<file path="src/rtl/dda_pkg.sv">
package dda_pkg;

  // Coordinate and fixed-point geometry
  localparam int COORD_BITS = 12;
  localparam int FRAC_BITS  = 16;
  localparam int ACC_BITS   = COORD_BITS + FRAC_BITS + 1;
  localparam int QUO_BITS   = COORD_BITS + FRAC_BITS;
  localparam int REG_BITS   = COORD_BITS + 1;
  localparam int CNT_BITS   = $clog2(QUO_BITS + 1);

  // Configuration port
  localparam int CFG_INDEX_BITS = 2;
  localparam logic [CFG_INDEX_BITS-1:0] CFG_SCREEN_WIDTH  = 2'd0;
  localparam logic [CFG_INDEX_BITS-1:0] CFG_SCREEN_HEIGHT = 2'd1;
  localparam logic [REG_BITS-1:0] SCREEN_RESET = REG_BITS'(1024);

  // Round-half-up bias for the y accumulator
  localparam logic [ACC_BITS-1:0] HALF_LSB = ACC_BITS'(1) << (FRAC_BITS - 1);

  typedef enum logic {
    OP_LOAD = 1'b0,
    OP_STEP = 1'b1
  } op_t;

  // Controller to datapath
  typedef struct packed {
    logic load;
    logic step;
    logic commit;
  } dda_cmd_t;

  // Datapath to controller
  typedef struct packed {
    logic div_done;
  } dda_stat_t;

  typedef struct packed {
    logic [COORD_BITS-1:0] pixel_x;
    logic [COORD_BITS-1:0] pixel_y;
    logic                  visible;
    logic                  last;
    logic                  line_active;
  } dda_result_t;

endpackage

</file>
<file path="src/rtl/dda_if.sv">
interface dda_in_if import dda_pkg::*; ();
  logic                  valid;
  logic                  ready;
  logic                  opcode;
  logic [COORD_BITS-1:0] first_x;
  logic [COORD_BITS-1:0] first_y;
  logic [COORD_BITS-1:0] second_x;
  logic [COORD_BITS-1:0] second_y;

  modport source (output valid, opcode, first_x, first_y, second_x, second_y,
                  input ready);
  modport sink (input valid, opcode, first_x, first_y, second_x, second_y,
                output ready);
endinterface

interface dda_out_if import dda_pkg::*; ();
  logic                  valid;
  logic                  ready;
  logic [COORD_BITS-1:0] pixel_x;
  logic [COORD_BITS-1:0] pixel_y;
  logic                  visible;
  logic                  last;
  logic                  line_active;

  modport source (output valid, pixel_x, pixel_y, visible, last, line_active,
                  input ready);
  modport sink (input valid, pixel_x, pixel_y, visible, last, line_active,
                output ready);
endinterface

</file>
<file path="src/rtl/dda_line_rasterizer.sv">
// Channel   Role    Word
// cmd       sink    opcode, first_x, first_y, second_x, second_y
// pix       source  pixel_x, pixel_y, visible, last, line_active
// cfg_*     write   cfg_index selects screen_width (0) or screen_height (1)
//
// Each step word gives one output word; pixels stream one per cycle through
// the output register while pix is ready. A load word waits on the restoring
// slope divider, which retires one quotient bit per cycle over 28 bits.
// Reset is synchronous; it clears the line and sets both screen sizes to 1024.
// A stalled pix channel holds its word and stops cmd once the register is full.
module dda_line_rasterizer import dda_pkg::*; (
  input  logic                      clk,
  input  logic                      rst,
  dda_in_if.sink                    cmd,
  dda_out_if.source                 pix,
  input  logic                      cfg_we,
  input  logic [CFG_INDEX_BITS-1:0] cfg_index,
  input  logic [REG_BITS-1:0]       cfg_data
);

  dda_cmd_t    ctl;
  dda_stat_t   stat;
  dda_result_t result;
  logic        dividing;

  dda_ctrl u_ctrl (
    .clk       (clk),
    .rst       (rst),
    .in_valid  (cmd.valid),
    .in_opcode (cmd.opcode),
    .in_ready  (cmd.ready),
    .out_valid (pix.valid),
    .out_ready (pix.ready),
    .stat      (stat),
    .cmd       (ctl),
    .dividing  (dividing)
  );

  dda_datapath u_dp (
    .clk       (clk),
    .rst       (rst),
    .cmd       (ctl),
    .stat      (stat),
    .first_x   (cmd.first_x),
    .first_y   (cmd.first_y),
    .second_x  (cmd.second_x),
    .second_y  (cmd.second_y),
    .cfg_we    (cfg_we),
    .cfg_index (cfg_index),
    .cfg_data  (cfg_data),
    .result    (result)
  );

  assign pix.pixel_x     = result.pixel_x;
  assign pix.pixel_y     = result.pixel_y;
  assign pix.visible     = result.visible;
  assign pix.last        = result.last;
  assign pix.line_active = result.line_active;

  // Divider finishes only while the controller waits for it
  a_done_in_div: assert property (@(posedge clk) disable iff (rst)
    stat.div_done |-> dividing)
    else $error("divider done outside slope wait");

  // A load always enters the slope wait
  a_load_waits: assert property (@(posedge clk) disable iff (rst)
    ctl.load |=> dividing)
    else $error("load did not start slope wait");

  // No word is taken while the slope is pending
  a_no_accept_div: assert property (@(posedge clk) disable iff (rst)
    dividing |-> !cmd.ready)
    else $error("input accepted during slope division");

  // A step with no line gives an all-zero word
  a_idle_zero: assert property (@(posedge clk) disable iff (rst)
    (pix.valid && !pix.line_active) |->
      (pix.pixel_x == '0 && pix.pixel_y == '0 && !pix.visible && !pix.last))
    else $error("idle step word carries nonzero fields");

endmodule

</file>
<file path="src/rtl/dda_divider.sv">
module dda_divider import dda_pkg::*; (
  input  logic                  clk,
  input  logic                  rst,
  input  logic                  start,
  input  logic [QUO_BITS-1:0]   dividend,
  input  logic [COORD_BITS-1:0] divisor,
  output logic                  done,
  output logic [QUO_BITS-1:0]   quotient
);

  logic [QUO_BITS-1:0]   work;
  logic [COORD_BITS-1:0] rem;
  logic [COORD_BITS-1:0] dsr;
  logic [CNT_BITS-1:0]   count;
  logic                  running;
  logic [COORD_BITS:0]   shifted;
  logic [COORD_BITS:0]   diff;
  logic                  fits;

  // Trial subtract of the divisor from the partial remainder
  assign shifted = {rem, work[QUO_BITS-1]};
  assign diff    = shifted - {1'b0, dsr};
  assign fits    = shifted >= {1'b0, dsr};

  // Shift one quotient bit in per cycle, dividend bits out at the top
  always_ff @(posedge clk) begin
    if (rst) begin
      running <= 1'b0;
      done    <= 1'b0;
    end else begin
      done <= 1'b0;
      if (start) begin
        running <= 1'b1;
        count   <= CNT_BITS'(QUO_BITS);
        work    <= dividend;
        rem     <= '0;
        dsr     <= divisor;
      end else if (running) begin
        work  <= {work[QUO_BITS-2:0], fits};
        rem   <= fits ? diff[COORD_BITS-1:0] : shifted[COORD_BITS-1:0];
        count <= count - CNT_BITS'(1);
        if (count == CNT_BITS'(1)) begin
          running <= 1'b0;
          done    <= 1'b1;
        end
      end
    end
  end

  assign quotient = work;

endmodule

</file>
<file path="src/rtl/dda_datapath.sv">
module dda_datapath import dda_pkg::*; (
  input  logic                      clk,
  input  logic                      rst,
  input  dda_cmd_t                  cmd,
  output dda_stat_t                 stat,
  input  logic [COORD_BITS-1:0]     first_x,
  input  logic [COORD_BITS-1:0]     first_y,
  input  logic [COORD_BITS-1:0]     second_x,
  input  logic [COORD_BITS-1:0]     second_y,
  input  logic                      cfg_we,
  input  logic [CFG_INDEX_BITS-1:0] cfg_index,
  input  logic [REG_BITS-1:0]       cfg_data,
  output dda_result_t               result
);

  logic [REG_BITS-1:0]   screen_width;
  logic [REG_BITS-1:0]   screen_height;
  logic [COORD_BITS-1:0] current_x;
  logic [COORD_BITS-1:0] end_x;
  logic [ACC_BITS-1:0]   y_accumulator;
  logic [ACC_BITS-1:0]   slope;
  logic                  busy;
  logic                  neg;
  logic                  dx_zero;

  logic                  a_first;
  logic [COORD_BITS-1:0] sx, sy, ex, ey, dx, dy_mag;
  logic [QUO_BITS-1:0]   dividend;
  logic [QUO_BITS-1:0]   quotient;
  logic [ACC_BITS-1:0]   q_ext;
  logic [ACC_BITS-1:0]   round_sum;
  logic [COORD_BITS-1:0] py;
  logic                  is_last;
  dda_result_t           step_res;

  // Order endpoints so the start has the smaller x; ties take the second
  assign a_first  = first_x < second_x;
  assign sx       = a_first ? first_x  : second_x;
  assign sy       = a_first ? first_y  : second_y;
  assign ex       = a_first ? second_x : first_x;
  assign ey       = a_first ? second_y : first_y;
  assign dx       = ex - sx;
  assign dy_mag   = (ey < sy) ? (sy - ey) : (ey - sy);
  assign dividend = {dy_mag, {FRAC_BITS{1'b0}}};

  dda_divider u_div (
    .clk      (clk),
    .rst      (rst),
    .start    (cmd.load),
    .dividend (dividend),
    .divisor  (dx),
    .done     (stat.div_done),
    .quotient (quotient)
  );

  assign q_ext = {1'b0, quotient};

  // Current pixel: round y half up, clip against the screen
  assign round_sum = y_accumulator + HALF_LSB;
  assign py        = round_sum[FRAC_BITS +: COORD_BITS];
  assign is_last   = current_x == end_x;

  always_comb begin
    step_res = '0;
    if (busy) begin
      step_res.pixel_x     = current_x;
      step_res.pixel_y     = py;
      step_res.visible     = ({1'b0, current_x} < screen_width) &&
                             ({1'b0, py} < screen_height);
      step_res.last        = is_last;
      step_res.line_active = 1'b1;
    end
  end

  // Screen size registers
  always_ff @(posedge clk) begin
    if (rst) begin
      screen_width  <= SCREEN_RESET;
      screen_height <= SCREEN_RESET;
    end else if (cfg_we) begin
      case (cfg_index)
        CFG_SCREEN_WIDTH:  screen_width  <= cfg_data;
        CFG_SCREEN_HEIGHT: screen_height <= cfg_data;
        default: ;
      endcase
    end
  end

  // Line state: load, commit the slope, advance on each step before the last pixel
  always_ff @(posedge clk) begin
    if (rst) begin
      busy <= 1'b0;
    end else if (cmd.load) begin
      busy <= 1'b0;
    end else if (cmd.commit) begin
      busy <= 1'b1;
    end else if (cmd.step && busy && is_last) begin
      busy <= 1'b0;
    end
  end

  always_ff @(posedge clk) begin
    if (cmd.load) begin
      current_x     <= sx;
      end_x         <= ex;
      y_accumulator <= {1'b0, sy, {FRAC_BITS{1'b0}}};
      neg           <= ey < sy;
      dx_zero       <= dx == '0;
    end else if (cmd.commit) begin
      slope <= dx_zero ? '0 : (neg ? (~q_ext + ACC_BITS'(1)) : q_ext);
    end else if (cmd.step && busy && !is_last) begin
      current_x     <= current_x + COORD_BITS'(1);
      y_accumulator <= y_accumulator + slope;
    end
  end

  // Output word register
  always_ff @(posedge clk) begin
    if (cmd.step) begin
      result <= step_res;
    end
  end

endmodule

</file>
<file path="src/rtl/dda_ctrl.sv">
module dda_ctrl import dda_pkg::*; (
  input  logic      clk,
  input  logic      rst,
  input  logic      in_valid,
  input  logic      in_opcode,
  output logic      in_ready,
  output logic      out_valid,
  input  logic      out_ready,
  input  dda_stat_t stat,
  output dda_cmd_t  cmd,
  output logic      dividing
);

  typedef enum logic [1:0] {
    S_RUN = 2'b01,
    S_DIV = 2'b10
  } state_t;

  state_t state, state_next;
  logic   accept;

  // Take a word when running and the output register is free or draining
  assign in_ready   = (state == S_RUN) && (!out_valid || out_ready);
  assign accept     = in_valid && in_ready;
  assign cmd.load   = accept && (in_opcode == OP_LOAD);
  assign cmd.step   = accept && (in_opcode == OP_STEP);
  assign cmd.commit = (state == S_DIV) && stat.div_done;
  assign dividing   = state == S_DIV;

  always_comb begin
    state_next = state;
    case (state)
      S_RUN:   if (cmd.load) state_next = S_DIV;
      S_DIV:   if (stat.div_done) state_next = S_RUN;
      default: state_next = S_RUN;
    endcase
  end

  always_ff @(posedge clk) begin
    if (rst) begin
      state     <= S_RUN;
      out_valid <= 1'b0;
    end else begin
      state <= state_next;
      if (cmd.step) begin
        out_valid <= 1'b1;
      end else if (out_ready) begin
        out_valid <= 1'b0;
      end
    end
  end

endmodule
</file>
<file path="src/flat_wrapper.sv">
// flat-port wrapper written by rule: the top's interface ports become plain ports
module dda_line_rasterizer_flat import dda_pkg::*;
  (clk, rst, cfg_we, cfg_index, cfg_data, cmd_valid, cmd_opcode, cmd_first_x, cmd_first_y, cmd_second_x, cmd_second_y, cmd_ready, pix_valid, pix_pixel_x, pix_pixel_y, pix_visible, pix_last, pix_line_active, pix_ready);
  dda_in_if cmd_i ();
  dda_out_if pix_i ();
  input  logic clk;
  input  logic rst;
  input  logic cfg_we;
  input  logic [CFG_INDEX_BITS-1:0] cfg_index;
  input  logic [REG_BITS-1:0] cfg_data;
  input wire logic [$bits(cmd_i.valid)-1:0] cmd_valid;
  input wire logic [$bits(cmd_i.opcode)-1:0] cmd_opcode;
  input wire logic [$bits(cmd_i.first_x)-1:0] cmd_first_x;
  input wire logic [$bits(cmd_i.first_y)-1:0] cmd_first_y;
  input wire logic [$bits(cmd_i.second_x)-1:0] cmd_second_x;
  input wire logic [$bits(cmd_i.second_y)-1:0] cmd_second_y;
  output wire logic [$bits(cmd_i.ready)-1:0] cmd_ready;
  output wire logic [$bits(pix_i.valid)-1:0] pix_valid;
  output wire logic [$bits(pix_i.pixel_x)-1:0] pix_pixel_x;
  output wire logic [$bits(pix_i.pixel_y)-1:0] pix_pixel_y;
  output wire logic [$bits(pix_i.visible)-1:0] pix_visible;
  output wire logic [$bits(pix_i.last)-1:0] pix_last;
  output wire logic [$bits(pix_i.line_active)-1:0] pix_line_active;
  input wire logic [$bits(pix_i.ready)-1:0] pix_ready;
  assign cmd_i.valid = cmd_valid;
  assign cmd_i.opcode = cmd_opcode;
  assign cmd_i.first_x = cmd_first_x;
  assign cmd_i.first_y = cmd_first_y;
  assign cmd_i.second_x = cmd_second_x;
  assign cmd_i.second_y = cmd_second_y;
  assign cmd_ready = cmd_i.ready;
  assign pix_valid = pix_i.valid;
  assign pix_pixel_x = pix_i.pixel_x;
  assign pix_pixel_y = pix_i.pixel_y;
  assign pix_visible = pix_i.visible;
  assign pix_last = pix_i.last;
  assign pix_line_active = pix_i.line_active;
  assign pix_i.ready = pix_ready;
  dda_line_rasterizer u_core (.clk(clk), .rst(rst), .cmd(cmd_i), .pix(pix_i), .cfg_we(cfg_we), .cfg_index(cfg_index), .cfg_data(cfg_data));
endmodule
</file>
<file path="config.mk">
export PLATFORM = sky130hd
export DESIGN_NAME = dda_line_rasterizer_flat
export DESIGN_NICKNAME = d
export VERILOG_FILES = /design/src/rtl/dda_pkg.sv /design/src/rtl/dda_if.sv /design/src/rtl/dda_line_rasterizer.sv /design/src/rtl/dda_divider.sv /design/src/rtl/dda_datapath.sv /design/src/rtl/dda_ctrl.sv /design/src/flat_wrapper.sv
export SDC_FILE = /design/constraint.sdc
export NUM_CORES = 1
export LEC_CHECK = 0
export BUFFER_PORTS_ARGS = -buffer_cell sky130_fd_sc_hd__buf_4
export CAP_MARGIN = 20
export CORE_MARGIN = 2
export CORE_UTILIZATION = 38
export DETAILED_ROUTE_END_ITERATION = 6
export HOLD_SLACK_MARGIN = 0.05
export PLACE_DENSITY = 0.54
export SYNTH_ARGS = -nofsm -noshare
export SYNTH_HDL_FRONTEND = slang
export SYNTH_HIERARCHICAL = 1
export SYNTH_SLANG_ARGS = --single-unit
</file>
<file path="constraint.sdc">
create_clock -name clk -period 5.58 [get_ports clk]
set_clock_uncertainty 0.2 [all_clocks]
set_input_delay 0.279 -clock clk [delete_from_list [all_inputs] [get_ports clk]]
set_output_delay 0.279 -clock clk [all_outputs]
set_load 0.02 [all_outputs]
</file>
==> impl_results.rst <==
.. list-table::
   :header-rows: 1

   * - Metric
     - Value
   * - Ranking of synthesized cells by area
     - sky130_fd_sc_hd__edfxtp_1 (33%), sky130_fd_sc_hd__ha_1 (7.5%), sky130_fd_sc_hd__dfxtp_1 (7.1%)
   * - Cell area after placement
     - 14700 µm²
   * - CTS root buf
     - sky130_fd_sc_hd__clkbuf_16
   * - Number of max-cap violations
     - 0
   * - H-tree Lvls
     - 4
   * - Worst Reg-to-Reg Cells
     - 12
   * - Global router's overall resource usage
     - 0.188
   * - Area of the die
     - 37000 µm²
   * - Synthesized area per cell
     - 9.22 µm²
   * - Area fraction of the dominant cell type after synthesis
     - 0.334
   * - Worst IR drop on VDD
     - 223 µV
   * - Number of buffers created by CTS
     - 17
   * - Run status
     - completed
   * - Total leakage power
     - 6.27 nW
   * - Cell Pwr Density
     - 245 nW/µm²
   * - # placed instances
     - 1988
   * - Critical-path cell list
     - dlygate4sd3_1 > buf_4 > ha_1 > and2_4 > a221o_1 > and2_1 > nor3_4 > mux2i_1 > o21ai_0 > a21o_1 > clkinv_1 > a221oi_1 > o21ai_0 > xor2_1 > mux2_2
   * - Fillcell total
     - approximately 3.4k
   * - End of the worst register-to-register path
     - u_core/u_dp/y_accumulator[27]
   * - Portion of the post-synthesis area used by sequential elements
     - 0.405
   * - Clock latency on the worst-skew pair
     - 450 ps
   * - Fin area
     - 15800 µm²
   * - # IOs
     - 98
   * - Master of the slowest instance on the critical path
     - sky130_fd_sc_hd__dlygate4sd3_1
   * - Detailed Route Iter0 Violations
     - 724
   * - Global-route congestion overflow total
     - 0
   * - Signed area change from the synthesized netlist to the final layout
     - 17.0%
   * - Final setup TNS
     - 0 ps
   * - Worst rel slew slack
     - 0.316
   * - Count of final max-slew check failures
     - 0
   * - Last element of the critical path
     - u_core/u_dp/u_div/quotient[18]
   * - Critical path endpoint category
     - flip-flop
   * - Reg-to-reg startpoint
     - u_core/u_dp/slope[1]
   * - NumNets Final
     - 1747
   * - Number of global-route vias before repair
     - roughly 10k
   * - Average routed wire per standard cell
     - 16.6 µm
   * - Placer congestion estimate
     - 0.904
   * - Fmax achieved
     - slightly below 200 MHz
   * - Detailed Place HPWL
     - 25600 µm
   * - # clock sinks
     - approximately 200
   * - Die X-Extent
     - 192 µm
   * - Post-CTS Setup Bufs
     - 0
   * - Most frequent cells in the layout
     - sky130_fd_sc_hd__nand2_1 (185), sky130_fd_sc_hd__edfxtp_1 (150), sky130_fd_sc_hd__nor2_1 (144)
   * - Hold Fails Final Rpt
     - 0
   * - Worst hold path class
     - input pin to flip-flop
   * - Post-route insts no fill
     - 2067
   * - Least-Margin Pin Slew
     - 1030 ps
   * - Effective utilization at floorplan
     - 0.388
   * - Worst setup SP type
     - input pin
   * - DR DRC count
     - 0
   * - Critical-path maximum fanout
     - 13
   * - Dominant synthesized flop cell
     - sky130_fd_sc_hd__edfxtp_1
   * - Setup repair after global routing missed its margin
     - no
   * - Synth area leader
     - sky130_fd_sc_hd__edfxtp_1
   * - Number of port buffers
     - 97
   * - Timing startpoint of the critical path
     - cmd_first_x[7]
   * - Final Critical Period
     - 5040 ps
   * - Setup Viol. Count Final
     - 0
   * - #FFs+latches synth
     - 198
   * - Most frequent CP cell
     - sky130_fd_sc_hd__o21ai_0
   * - Pin count of the biggest net entering global routing
     - 111
   * - Final critical-path share of the clock period
     - 0.903
   * - Count of synthesis-stage warnings from yosys
     - 6
   * - Register clock-pin slew on the reported worst setup and hold paths
     - 70 ps
   * - Clock tree from TritonCTS
     - yes
   * - Detailed Route WL
     - 34400 µm
   * - Layout cells sized above 1
     - 0.124
   * - Total number of vias
     - 10.8k
   * - Routed vias/inst
     - 5.24
   * - Number of cells produced by synthesis
     - ~1.5k
   * - Number of library cell types mapped by synthesis
     - 85
   * - Number of antenna violations at the first check in global routing
     - 4
   * - Number of nets with antenna violations after detailed routing
     - 0
   * - PostCTS Resize Cnt
     - 0
   * - Register-to-register path setup slack
     - 1880 ps
   * - Mapped cell area
     - 13500 µm²
   * - Data arrival at the endpoint of the critical path
     - 5040 ps
   * - Most common library cell in the layout ignoring fill and taps
     - sky130_fd_sc_hd__nand2_1
   * - Height of the die
     - around 190 µm
   * - Number of flops mapped to enable cells by yosys
     - 150
   * - Required arrival time at the worst endpoint
     - around 5600 ps
   * - Global-route wire length before repair
     - approximately 54000 µm
   * - Row count
     - 68
   * - WS Path Type
     - input pin to flip-flop
   * - Length of the first detailed-routing pass in iterations
     - 5
   * - Number of buffers on the longest clock path
     - 2
   * - Core Footprint
     - 34700 µm²
   * - Delay contributed by the slowest stage of the critical path
     - 540 ps
   * - Tightest hold margin
     - 73.6 ps
   * - Share of flip-flops with an asynchronous set or reset
     - 0
## worst max-delay path, delay by kind of cell
kind	cells	cell delay [ps]
AO/OA/AOI/OAI	5	1630
AND/OR/NAND/NOR	3	1060
buffers and inverters	3	1010
multiplexers	2	460
adder cells (fa/ha/maj)	1	420
XOR/XNOR	1	160
## cell families (layout without fill, tap and decap cells)
kind of cell	count (synthesis)	count (layout)	share of synthesized area
other	1	20	0.000278
buffers and inverters	141	272	0.0414
AO/OA/AOI/OAI	325	325	0.158
AND/OR/NAND/NOR	531	531	0.189
adder cells (fa/ha/maj)	96	96	0.0878
multiplexers	54	54	0.0428
flip-flops	198	198	0.405
XOR/XNOR	116	116	0.0754
## cell usage after synthesis, types with 9 or more instances
library cell,n
sky130_fd_sc_hd__a211oi_1,16
sky130_fd_sc_hd__a21o_1,35
sky130_fd_sc_hd__a21oi_1,87
sky130_fd_sc_hd__a22o_1,13
sky130_fd_sc_hd__a31oi_1,23
sky130_fd_sc_hd__and2_1,31
sky130_fd_sc_hd__and3_1,11
sky130_fd_sc_hd__buf_1,9
sky130_fd_sc_hd__clkbuf_1,40
sky130_fd_sc_hd__dfxtp_1,48
sky130_fd_sc_hd__edfxtp_1,150
sky130_fd_sc_hd__ha_1,81
sky130_fd_sc_hd__inv_1,85
sky130_fd_sc_hd__maj3_1,13
sky130_fd_sc_hd__mux2_2,29
sky130_fd_sc_hd__mux2i_1,25
sky130_fd_sc_hd__nand2_1,185
sky130_fd_sc_hd__nand2b_1,21
sky130_fd_sc_hd__nand3_1,22
sky130_fd_sc_hd__nand4_1,12
sky130_fd_sc_hd__nor2_1,145
sky130_fd_sc_hd__nor2b_1,23
sky130_fd_sc_hd__nor3_1,17
sky130_fd_sc_hd__nor4_1,10
sky130_fd_sc_hd__o21ai_0,68
sky130_fd_sc_hd__o31ai_1,12
sky130_fd_sc_hd__or3_1,9
sky130_fd_sc_hd__xnor2_1,75
sky130_fd_sc_hd__xor2_1,41
## timing repair
item	in CTS	in global routing
setup endpoints to repair	0	0
hold endpoints to repair	49	0
hold buffers	43	0
## power breakdown
group | total, mW | switching [mW] | internal, mW | leakage, nW
logic | 0.891 | 0.516 | 0.375 | 4.18
registers | 1.73 | 0.0534 | 1.67 | 1.79
clock network | 1.25 | 0.580 | 0.674 | 0.295
## registers in the layout (all words and copies together), names as in the netlist
name and count:
u_core/u_ctrl/out_valid 1, u_core/u_ctrl/state 2, u_core/u_dp/busy 1, u_core/u_dp/current_x 12, u_core/u_dp/dx_zero 1, u_core/u_dp/end_x 12
u_core/u_dp/neg 1, u_core/u_dp/result 27, u_core/u_dp/screen_height 13, u_core/u_dp/screen_width 13, u_core/u_dp/slope 28, u_core/u_dp/u_div/count 5
u_core/u_dp/u_div/done 1, u_core/u_dp/u_div/dsr 12, u_core/u_dp/u_div/quotient 28, u_core/u_dp/u_div/rem 12, u_core/u_dp/u_div/running 1, u_core/u_dp/y_accumulator 28
## area by class of cell
| cell class | instances | area [µm²] | share of cell area |
|---|---|---|---|
| multi-input cells | 1138 | 7540 | 0.478 |
| flip-flops and latches | 198 | 5470 | 0.346 |
| repair buffers | 153 | 1270 | 0.0804 |
| well taps | 455 | 569 | 0.0361 |
| clock buffers | 21 | 482 | 0.0305 |
| inverters | 87 | 327 | 0.0207 |
| clock inverters | 11 | 108 | 0.00682 |
| diodes | 4 | 10.0 | 0.000635 |
## metrics by stage
| step | util | power, mW | worst slack (ps) |
|---|---|---|---|
| after floorplan | - | 2.36 | 245 |
| after global placement | 0.425 | 2.61 | 812 |
| after detailed placement | 0.425 | 2.61 | 716 |
| after CTS | 0.454 | 3.90 | 617 |
| after global routing | 0.454 | 4.06 | 296 |
| final | 0.454 | 3.87 | 539 |
## routing by layer
metal,GRT usage,vias up,share of wire
met5,0,-,0
met4,0.0593,0,0.017
met3,0.0267,41,0.040
met2,0.291,223,0.44
met1,0.270,5096,0.50
li1,-,5472,-
## worst min-delay path by stage
stage                                       from                      endpoint  slack, ps  depth (start not counted)
floorplan                                    rst       u_core/u_ctrl/out_valid        150                          1
global placement     u_core/u_dp/screen_width[5]   u_core/u_dp/screen_width[5]        250                          2
detailed placement  u_core/u_dp/screen_width[11]  u_core/u_dp/screen_width[11]        250                          2
CTS                              cmd_second_x[2]      u_core/u_dp/current_x[2]         50                          3
global route                     cmd_second_x[4]      u_core/u_dp/current_x[4]         60                          3
finish                           cmd_second_x[2]      u_core/u_dp/current_x[2]         70                          3
No activity file was read; power rests on OpenSTA's default activity.
